## src/artdmx_serial_stream_parser_assert.svh

```systemverilog
// Assertion macros for the ArtDmx stream parser.
// No dependencies; the bodies are empty when SYNTHESIS is defined.
`ifndef ARTDMX_SERIAL_STREAM_PARSER_ASSERT_SVH
`define ARTDMX_SERIAL_STREAM_PARSER_ASSERT_SVH

`ifndef SYNTHESIS

// same-cycle implication
`define ARTDMX_ASSERT_NOW(lbl, clk, rst_n, ante, cons, msg) \
  lbl: assert property (@(posedge clk) disable iff (!rst_n) (ante) |-> (cons)) \
    else $error(msg);

// next-cycle implication
`define ARTDMX_ASSERT_NXT(lbl, clk, rst_n, ante, cons, msg) \
  lbl: assert property (@(posedge clk) disable iff (!rst_n) (ante) |=> (cons)) \
    else $error(msg);

`else

`define ARTDMX_ASSERT_NOW(lbl, clk, rst_n, ante, cons, msg)

`define ARTDMX_ASSERT_NXT(lbl, clk, rst_n, ante, cons, msg)

`endif

`endif

```

## src/artdmx_pkg.sv

```systemverilog
// Shared types and constants of the ArtDmx stream parser.
// No dependencies.
package artdmx_pkg;

  localparam int MAX_CHANNELS = 512;
  localparam int MIN_CHANNELS = 2;
  localparam int HDR_LEN      = 8;

  typedef enum logic [1:0] {
    KIND_DATA   = 2'd0,
    KIND_OPCODE = 2'd1,
    KIND_LENGTH = 2'd2
  } kind_t;

  typedef struct packed {
    kind_t       result_kind;
    logic [15:0] universe_id;
    logic [7:0]  sequence_value;
    logic [9:0]  channel_count;
    logic [8:0]  channel_index;
    logic [7:0]  channel_value;
    logic        frame_last;
    logic        stream_synced;
  } res_t;

  // "Art-Net" followed by a zero byte
  function automatic logic [7:0] hdr_byte(input logic [2:0] idx);
    logic [7:0] b;
    unique case (idx)
      3'd0: b = 8'h41;
      3'd1: b = 8'h72;
      3'd2: b = 8'h74;
      3'd3: b = 8'h2D;
      3'd4: b = 8'h4E;
      3'd5: b = 8'h65;
      3'd6: b = 8'h74;
      3'd7: b = 8'h00;
      default: b = 8'h00;
    endcase
    return b;
  endfunction

endpackage

```

## src/artdmx_parse_core.sv

```systemverilog
// Per-byte ArtDmx parse state and result formation.
// Depends on artdmx_pkg and artdmx_serial_stream_parser_assert.svh.
`include "artdmx_serial_stream_parser_assert.svh"

module artdmx_parse_core (
  input  logic              clk,
  input  logic              rst_n,
  input  logic              step_en,
  input  logic [7:0]        rx_byte,
  output logic              res_vld,
  output artdmx_pkg::res_t  res
);

  typedef enum logic [1:0] {
    PH_HEADER,
    PH_OPCODE,
    PH_FIELDS,
    PH_DATA
  } phase_t;

  localparam logic [9:0] OFS_OP_LO   = 10'd8;
  localparam logic [9:0] OFS_OP_HI   = 10'd9;
  localparam logic [9:0] OFS_FIELDS  = 10'd10;
  localparam logic [9:0] OFS_SEQ     = 10'd12;
  localparam logic [9:0] OFS_SUBUNI  = 10'd14;
  localparam logic [9:0] OFS_NET     = 10'd15;
  localparam logic [9:0] OFS_LEN_HI  = 10'd16;
  localparam logic [9:0] OFS_LEN_LO  = 10'd17;
  localparam logic [7:0] OP_LOW      = 8'h00;
  localparam logic [7:0] OP_HIGH     = 8'h50;

  phase_t      phase_r,  phase_nxt;
  logic [9:0]  pos_r,    pos_nxt;
  logic [7:0]  op_lo_r,  op_lo_nxt;
  logic [7:0]  seq_r,    seq_nxt;
  logic [15:0] univ_r,   univ_nxt;
  logic [7:0]  len_hi_r, len_hi_nxt;
  logic [9:0]  len_r,    len_nxt;
  logic        sync_r,   sync_nxt;

  logic [15:0] len_full;
  logic        len_bad;
  logic [10:0] pos_inc;
  logic        last;

  assign len_full = {len_hi_r, rx_byte};
  assign len_bad  = (len_full < 16'(artdmx_pkg::MIN_CHANNELS)) ||
                    (len_full > 16'(artdmx_pkg::MAX_CHANNELS));
  assign pos_inc  = {1'b0, pos_r} + 11'd1;
  assign last     = pos_inc >= {1'b0, len_r};

  always_comb begin
    phase_nxt  = phase_r;
    pos_nxt    = pos_r;
    op_lo_nxt  = op_lo_r;
    seq_nxt    = seq_r;
    univ_nxt   = univ_r;
    len_hi_nxt = len_hi_r;
    len_nxt    = len_r;
    sync_nxt   = sync_r;
    res_vld    = 1'b0;
    res        = '0;

    unique case (phase_r)
      PH_HEADER: begin
        if (pos_r < 10'(artdmx_pkg::HDR_LEN) &&
            rx_byte == artdmx_pkg::hdr_byte(pos_r[2:0])) begin
          pos_nxt = pos_inc[9:0];
          if (pos_inc[9:0] == 10'(artdmx_pkg::HDR_LEN)) begin
            sync_nxt  = 1'b1;
            phase_nxt = PH_OPCODE;
          end
        end else begin
          // mismatching byte is dropped, not retried as a header start
          sync_nxt  = 1'b0;
          pos_nxt   = '0;
          phase_nxt = PH_HEADER;
        end
      end

      PH_OPCODE: begin
        if (pos_r == OFS_OP_LO) begin
          op_lo_nxt = rx_byte;
          pos_nxt   = OFS_OP_HI;
        end else if (op_lo_r == OP_LOW && rx_byte == OP_HIGH) begin
          phase_nxt = PH_FIELDS;
          pos_nxt   = OFS_FIELDS;
        end else begin
          sync_nxt        = 1'b0;
          pos_nxt         = '0;
          phase_nxt       = PH_HEADER;
          res_vld         = 1'b1;
          res.result_kind = artdmx_pkg::KIND_OPCODE;
        end
      end

      PH_FIELDS: begin
        pos_nxt = pos_inc[9:0];
        if (pos_r >= OFS_LEN_LO) begin
          len_nxt = len_full[9:0];
          if (len_bad) begin
            sync_nxt        = 1'b0;
            pos_nxt         = '0;
            phase_nxt       = PH_HEADER;
            res_vld         = 1'b1;
            res.result_kind = artdmx_pkg::KIND_LENGTH;
          end else begin
            phase_nxt = PH_DATA;
            pos_nxt   = '0;
          end
        end else if (pos_r == OFS_SEQ) begin
          seq_nxt = rx_byte;
        end else if (pos_r == OFS_SUBUNI) begin
          univ_nxt[7:0] = rx_byte;
        end else if (pos_r == OFS_NET) begin
          univ_nxt[15:8] = rx_byte;
        end else if (pos_r == OFS_LEN_HI) begin
          len_hi_nxt = rx_byte;
        end
      end

      PH_DATA: begin
        res_vld            = 1'b1;
        res.result_kind    = artdmx_pkg::KIND_DATA;
        res.universe_id    = univ_r;
        res.sequence_value = seq_r;
        res.channel_count  = len_r;
        res.channel_index  = pos_r[8:0];
        res.channel_value  = rx_byte;
        res.frame_last     = last;
        res.stream_synced  = sync_r;
        if (last) begin
          pos_nxt   = '0;
          phase_nxt = PH_HEADER;
        end else begin
          pos_nxt = pos_inc[9:0];
        end
      end

      default: begin
        phase_nxt = PH_HEADER;
      end
    endcase

    if (!step_en) begin
      res_vld = 1'b0;
    end
  end

  always_ff @(posedge clk) begin
    if (!rst_n) begin
      phase_r  <= PH_HEADER;
      pos_r    <= '0;
      op_lo_r  <= '0;
      seq_r    <= '0;
      univ_r   <= '0;
      len_hi_r <= '0;
      len_r    <= '0;
      sync_r   <= 1'b0;
    end else if (step_en) begin
      phase_r  <= phase_nxt;
      pos_r    <= pos_nxt;
      op_lo_r  <= op_lo_nxt;
      seq_r    <= seq_nxt;
      univ_r   <= univ_nxt;
      len_hi_r <= len_hi_nxt;
      len_r    <= len_nxt;
      sync_r   <= sync_nxt;
    end
  end

  `ARTDMX_ASSERT_NOW(a_hdr_pos, clk, rst_n, phase_r == PH_HEADER, pos_r < 10'(artdmx_pkg::HDR_LEN), "header offset out of range")
  `ARTDMX_ASSERT_NOW(a_data_sync, clk, rst_n, phase_r != PH_HEADER, sync_r, "parsing past header without sync")
  `ARTDMX_ASSERT_NOW(a_data_pos, clk, rst_n, phase_r == PH_DATA, pos_r < len_r, "data index beyond frame length")
  `ARTDMX_ASSERT_NXT(a_err_restart, clk, rst_n, res_vld && res.result_kind != artdmx_pkg::KIND_DATA, phase_r == PH_HEADER && !sync_r, "error did not restart search")

endmodule

```

## src/artdmx_serial_stream_parser.sv

```systemverilog
// Top level of the ArtDmx stream parser: input register, parse core, result register.
// Depends on artdmx_pkg and artdmx_parse_core.

// Accepts one serial byte per clock and returns, through the input register and
// the result register, either nothing (header, opcode and field bytes), a tagged
// channel data byte, or an error transaction for a bad opcode or data length.
// Throughput is one byte per clock while no finished result waits on out_ready,
// set by the state update in the parse core; the input register can still take
// one byte while a result waits, and back pressure beyond that stalls in_ready.
module artdmx_serial_stream_parser (
  input  logic        clk,
  input  logic        rst_n,
  input  logic        in_valid,
  output logic        in_ready,
  input  logic [7:0]  in_rx_byte,
  output logic        out_valid,
  input  logic        out_ready,
  output logic [1:0]  out_result_kind,
  output logic [15:0] out_universe_id,
  output logic [7:0]  out_sequence_value,
  output logic [9:0]  out_channel_count,
  output logic [8:0]  out_channel_index,
  output logic [7:0]  out_channel_value,
  output logic        out_frame_last,
  output logic        out_stream_synced
);

  logic             in_vld_r;
  logic [7:0]       in_byte_r;
  logic             out_vld_r;
  artdmx_pkg::res_t out_res_r;

  logic             advance;
  logic             res_vld;
  artdmx_pkg::res_t res;

  assign advance  = in_vld_r && (!out_vld_r || out_ready);
  assign in_ready = !in_vld_r || advance;

  artdmx_parse_core u_core (
    .clk     (clk),
    .rst_n   (rst_n),
    .step_en (advance),
    .rx_byte (in_byte_r),
    .res_vld (res_vld),
    .res     (res)
  );

  always_ff @(posedge clk) begin
    if (!rst_n) begin
      in_vld_r  <= 1'b0;
      out_vld_r <= 1'b0;
    end else begin
      if (in_ready) begin
        in_vld_r <= in_valid;
      end
      if (res_vld) begin
        out_vld_r <= 1'b1;
      end else if (out_ready) begin
        out_vld_r <= 1'b0;
      end
    end
  end

  always_ff @(posedge clk) begin
    if (in_valid && in_ready) begin
      in_byte_r <= in_rx_byte;
    end
    if (res_vld) begin
      out_res_r <= res;
    end
  end

  assign out_valid          = out_vld_r;
  assign out_result_kind    = out_res_r.result_kind;
  assign out_universe_id    = out_res_r.universe_id;
  assign out_sequence_value = out_res_r.sequence_value;
  assign out_channel_count  = out_res_r.channel_count;
  assign out_channel_index  = out_res_r.channel_index;
  assign out_channel_value  = out_res_r.channel_value;
  assign out_frame_last     = out_res_r.frame_last;
  assign out_stream_synced  = out_res_r.stream_synced;

endmodule

```

## config.mk

```make
export PLATFORM = sky130hd
export DESIGN_NAME = artdmx_serial_stream_parser
export DESIGN_NICKNAME = d
export VERILOG_FILES = /design/src/artdmx_pkg.sv /design/src/artdmx_parse_core.sv /design/src/artdmx_serial_stream_parser.sv
export VERILOG_INCLUDE_DIRS = /design/src /design/src/src
export SDC_FILE = /design/constraint.sdc
export NUM_CORES = 1
export LEC_CHECK = 0
export ABC_AREA = 1
export ABC_CLOCK_PERIOD_IN_PS = 7010
export BUFFER_PORTS_ARGS = -buffer_cell sky130_fd_sc_hd__buf_4
export CAP_MARGIN = 0
export CORE_MARGIN = 8
export CORE_UTILIZATION = 60
export DETAILED_ROUTE_END_ITERATION = 16
export GPL_TIMING_DRIVEN = 0
export PLACE_DENSITY = 0.81
export SYNTH_ARGS = -nofsm -noshare
export SYNTH_HDL_FRONTEND = slang
export SYNTH_SLANG_ARGS = --single-unit
```

## constraint.sdc

```tcl
create_clock -name clk -period 7.01 [get_ports clk]
set_input_delay 2.103 -clock clk [delete_from_list [all_inputs] [get_ports clk]]
set_output_delay 2.103 -clock clk [all_outputs]
set_load 0.01 [all_outputs]
```

After elaboration in Yosys (flattened, before gate mapping):

Memories as Yosys holds them, arrays and structs flattened. A register that Yosys moved wholly into a read port is not among the register bits.
Index checks and enable logic that the tools add are counted.

* add/sub/neg operators: 1
* bitwise gates (word level): 4
* equal/unequal tests: 17
* mux-type cells: 37
* magnitude comparators: 5
* reductions and logical operators: 21

Operators by type and width (count)
* == test 10 x 4 -> 1 bit (second input constant): 5
* one-hot mux 10 bit (4 select lines): 1
* two-way mux 10 bit: 3
* two-way mux 2 bit: 10
* > comparator 16 x 10 -> 1 bit (second input constant): 1
* < comparator 16 x 2 -> 1 bit (second input constant): 1
* two-way mux 1 bit: 14
* AND reduction 7 bit: 2
* adder 10 x 1 -> 11 bit (second input constant): 1
* greater-or-equal comparator 11 x 10 -> 1 bit: 1
* == test 10 x 5 -> 1 bit (second input constant): 1
* greater-or-equal comparator 10 x 5 -> 1 bit (second input constant): 1
* < comparator 10 x 4 -> 1 bit (second input constant): 1
* AND reduction 5 bit: 2
* == test 8 x 7 -> 1 bit (second input constant): 1
* == test 8 bit: 1
* zero test 8 bit: 1
* two-way mux 4 bit: 2
* two-way mux 8 bit: 1
* one-hot mux 2 bit (4 select lines): 1
* two-way mux 3 bit: 2
* inequality test 2 x 1 -> 1 bit (second input constant): 3
* one-hot mux 1 bit (3 select lines): 2
* AND reduction 3 bit: 2
* 14 further kinds: 25

* bits in read-only memories: 56
* register bits after elaboration: 128
* input bits: 12
* output and inout bits: 57
* memories kept: 1
* logic and storage cells: 106

Memory list
* (no name shown): depth 8, width 7, read ports 1, clocked after Yosys merged registers in 1, wr ports 0, line artdmx_pkg.sv:29 `unique case (idx)`

Longest topological paths before layout:

* depth in word-level cells: 8
* depth in mapped cells: 25
* mapped depth without buffers: 24

By module:

Synthesis repeated with hierarchy kept, for this count alone.

* cell total of the unflattened synthesis: 705
* area total of the unflattened synthesis: 6213.5 sq um

By module, submodules not included
* artdmx_parse_core: times used 1, cells each 630, sequential area each 1401.3 sq um, area each 4227.8 sq um
* artdmx_serial_stream_parser: times used 1, cells each 75, sequential area each 1931.9 sq um, area each 1985.7 sq um

Worst setup path after synthesis:

Ideal clock, no wire load.

* path type: input to output
* from: input port out_ready
* to: output port in_ready
* stages: 2
* arrival time: 2287 ps
* slack: 2620 ps
* required time: 4907 ps
* buffers on the path: 0
* path through: inv_1 -> nand3_1

* longest elaborated chain between the ends: 3

RTL lines
* start, declared: line artdmx_serial_stream_parser.sv:17 `input logic out_ready,`
* logical OR 1 bit: line artdmx_serial_stream_parser.sv:37 `assign advance = in_vld_r && (!out_vld_r || out_ready);`
* logical AND 1 bit: line artdmx_serial_stream_parser.sv:37
* logical OR 1 bit: line artdmx_serial_stream_parser.sv:38 `assign in_ready = !in_vld_r || advance;`
* end, declared: line artdmx_serial_stream_parser.sv:14 `output logic in_ready,`

Every way passes these cells.

Worst setup path in the final report:

Same ends and word-level chain as after synthesis.

==> flow_metrics.env <==
export IMPL_status="finished clean"
export IMPL_setup_viol=0
export IMPL_cp_common_cell="buf_4"
export IMPL_die_x_um=118
export IMPL_syn2layout_area_growth_pct=20.4
export IMPL_worst_ep_required_time_ps=4910
export IMPL_core_sq_um=10200
export IMPL_worstPathArrival_ps=2550
export IMPL_drtIter0Drc=390
export IMPL_cts_root_buf="clkbuf_8"
export IMPL_initial_core_util_pct=61.3
export IMPL_wl_per_cell_um=15.9
export IMPL_drv_slew=0
export IMPL_synth_top_family_by_area="simple AND/OR/NAND/NOR gates"
export IMPL_power_density_nw_per_um2=236
export IMPL_synth_cell_types=34
export IMPL_diodes=0
export IMPL_critical_path_max_stage_delay_ps=170
export IMPL_grt_pass1_wl_um=24900
export IMPL_dp_hpwl_um=11000
export IMPL_worstPathBufferInverterCount=3
export IMPL_clock_fmax_ghz=0.215
export IMPL_synth_xor_area_share_pct=0.838
export IMPL_synthSimpleGateAreaFrac_pct=19.5
export IMPL_grt_max_degree=33
export IMPL_wirelength_um=15300
export IMPL_syn_avg_cell_area_sq_um=8.59
export IMPL_grt_pass1_vias=5147
export IMPL_layout_common_cells="nand2_1 (142), inv_1 (140), dfxtp_1 (72)"
export IMPL_clk_path_buf_depth=2
export IMPL_synth_compound_area_share_pct=10.3
export IMPL_cts_tree="yes"
export IMPL_maxSlewHeadroom_pct=60.1
export IMPL_slowest_stage="buf_4"
export IMPL_cts_sinks=135
export IMPL_grt_setup_unrepaired="no"
export IMPL_hold_violations=0
export IMPL_clkTransAtPathRegs_ps=60
export IMPL_ys_seq_elements=135
export IMPL_whs_ps=446
export IMPL_worstSetupStartpointType="primary input"
export IMPL_synth_cell_area_sq_um=6270
export IMPL_h_tree_depth=4
export IMPL_viasPerCell=5.27
export IMPL_cts_repair_resized=0
export IMPL_ir_drop_mv=0.157
export IMPL_io_buffer_count=68
export IMPL_die_area_sq_um=14000
export IMPL_holdCritPathClass="reg -> reg"
export IMPL_path_class="in -> out"
export IMPL_cts_made_buffers=17
export IMPL_synthCells=730
export IMPL_synth_warnings=0
export IMPL_r2r_start="u_core.pos_r[0]"
export IMPL_clk_latency_ps=530
export IMPL_synth_fa_ha_area_share_pct=5.19
export IMPL_setup_tns_ps=0
export IMPL_nets=856
export IMPL_io_pins=69
export IMPL_yosysSeqAreaShare_pct=53.2
export IMPL_ctsHoldBuffers=0
export IMPL_crit_chain="buf_4, inv_1, nand3_1, buf_4"
export IMPL_crit_family="buffers and inverters"
export IMPL_ant_nets=0
export IMPL_grt_use_total_pct=22.1
export IMPL_synth_nets=768
export IMPL_tightest_slew_ps=599
export IMPL_drcViolationCount=0
export IMPL_rows=37
export IMPL_first_pass_iters=5
export IMPL_max_cap_violations=0
export IMPL_postCtsSetupBuffers=0
export IMPL_final_core_util_pct=73.8
export IMPL_min_delay_start="u_core.len_hi_r[7]"
export IMPL_final_common_cell="nand2_1"
export IMPL_die_h_um=118
export IMPL_synth_mux_area_share_pct=0
export IMPL_drive_above_1_share_pct=17.9
export IMPL_overflow=0
export IMPL_crit_fanout=3
export IMPL_antenna_found_initial=0
export IMPL_min_period_over_period_pct=66.4
export IMPL_globalplace_congestion=0.881
export IMPL_cp_startpoint="out_ready"
export IMPL_power_leakage_uw=0.00351
export IMPL_min_period_ps=4650
export IMPL_via_count=5093
export IMPL_finClkSkew_ps=8.12
export IMPL_end_kind="primary output"
export IMPL_fillers=753
==> cell usage after synthesis (all sizes together) <==
cell      n  area share (%)
or2       3            0.30
and3      1            0.10
a211oi    7             1.0
nand2   153             9.9
clkbuf   16            0.96
ha       26             5.2
inv     148             8.9
nand3    43             3.7
xnor2     4            0.56
o21ai    45             3.6
nor3      5            0.48
xor2      2            0.28
edfxtp   63              30
buf      12             1.2
nand4    10             1.1
a21oi    65             5.6
nor4      2            0.44
a22oi     1            0.12
dfxtp    72              23
nor2     52             3.5
==> path summary, 6_finish.rpt <==
kind,endpoint,slack (ps),cells past startpoint
setup / recovery,in_ready,2360,4
setup reg to reg,flop,3460,20
hold / removal,u_core.len_hi_r[7],450,2
hold reg to reg,u_core.len_hi_r[7],450,2
==> through the flow <==
step | cells | area [sq um] | power [uW] | setup WS [ps]
final | 967 | 7550 | 1780 | 2360
after detailed placement | 935 | 6970 | 932 | 2360
after floorplan | 730 | 6270 | 901 | 2620
after CTS | 967 | 7550 | 1780 | 2350
after global placement | 934 | 6950 | 930 | 2300
after global routing | 967 | 7550 | 1830 | 2290
==> per-layer routing <==
| layer | track usage (%) | wire length, um |
|---|---|---|
| met4 | 7.37 | 216 |
| met1 | 26.2 | 6340 |
| met5 | 0 | 0 |
| met3 | 5.00 | 1130 |
| met2 | 38.8 | 7660 |
==> power by group <==
part	total, uW	internal, uW	switching (uW)
logic	79.9	25.3	54.5
clock network	867	520	347
registers	837	829	8.26
==> state kept, by name (all words and copies together) (netlist names), 8 cells and up, named ones only <==
| signal | flops |
|---|---|
| in_byte_r | 8 |
| u_core.univ_r | 16 |
| out_universe_id | 16 |
| out_sequence_value | 8 |
| out_channel_index | 9 |
| u_core.pos_r | 10 |
| out_channel_value | 8 |
| out_channel_count | 10 |
| u_core.op_lo_r | 8 |
| u_core.len_r | 10 |
| u_core.len_hi_r | 8 |
| u_core.seq_r | 8 |
==> layout make-up <==
class                      instances  area, sq um  area share (%)
inverter                         148          556            7.36
timing repair buffer              69          531            7.03
clock inverter                    13          145            1.92
multi-input combinational        419         2250            29.8
tap                              136          170            2.25
buffer                            28          133            1.76
clock buffer                      19          432            5.72
sequential                       135         3330            44.2
==> worst register-to-register path, delay by kind of cell, from the launching register on <==
| kind | cells | cell delay (ps) |
|---|---|---|
| and+or+nand+nor | 12 | 1140 |
| adders and majority gates | 3 | 930 |
| DFF | 1 | 590 |
| AOI/OAI and AO/OA | 2 | 400 |
| xor gates and xnor gates | 1 | 190 |
| buffers and inverters | 2 | 190 |
==> cells by family (layout without fill, tap and decap cells) <==
family	count (synthesis)	count (layout)
xor+xnor	6	6
simple gates	269	269
fa+ha+maj	26	26
flops	135	135
buf+inv	176	277
compound gates	118	118
(Power assumes the default switching activity.)
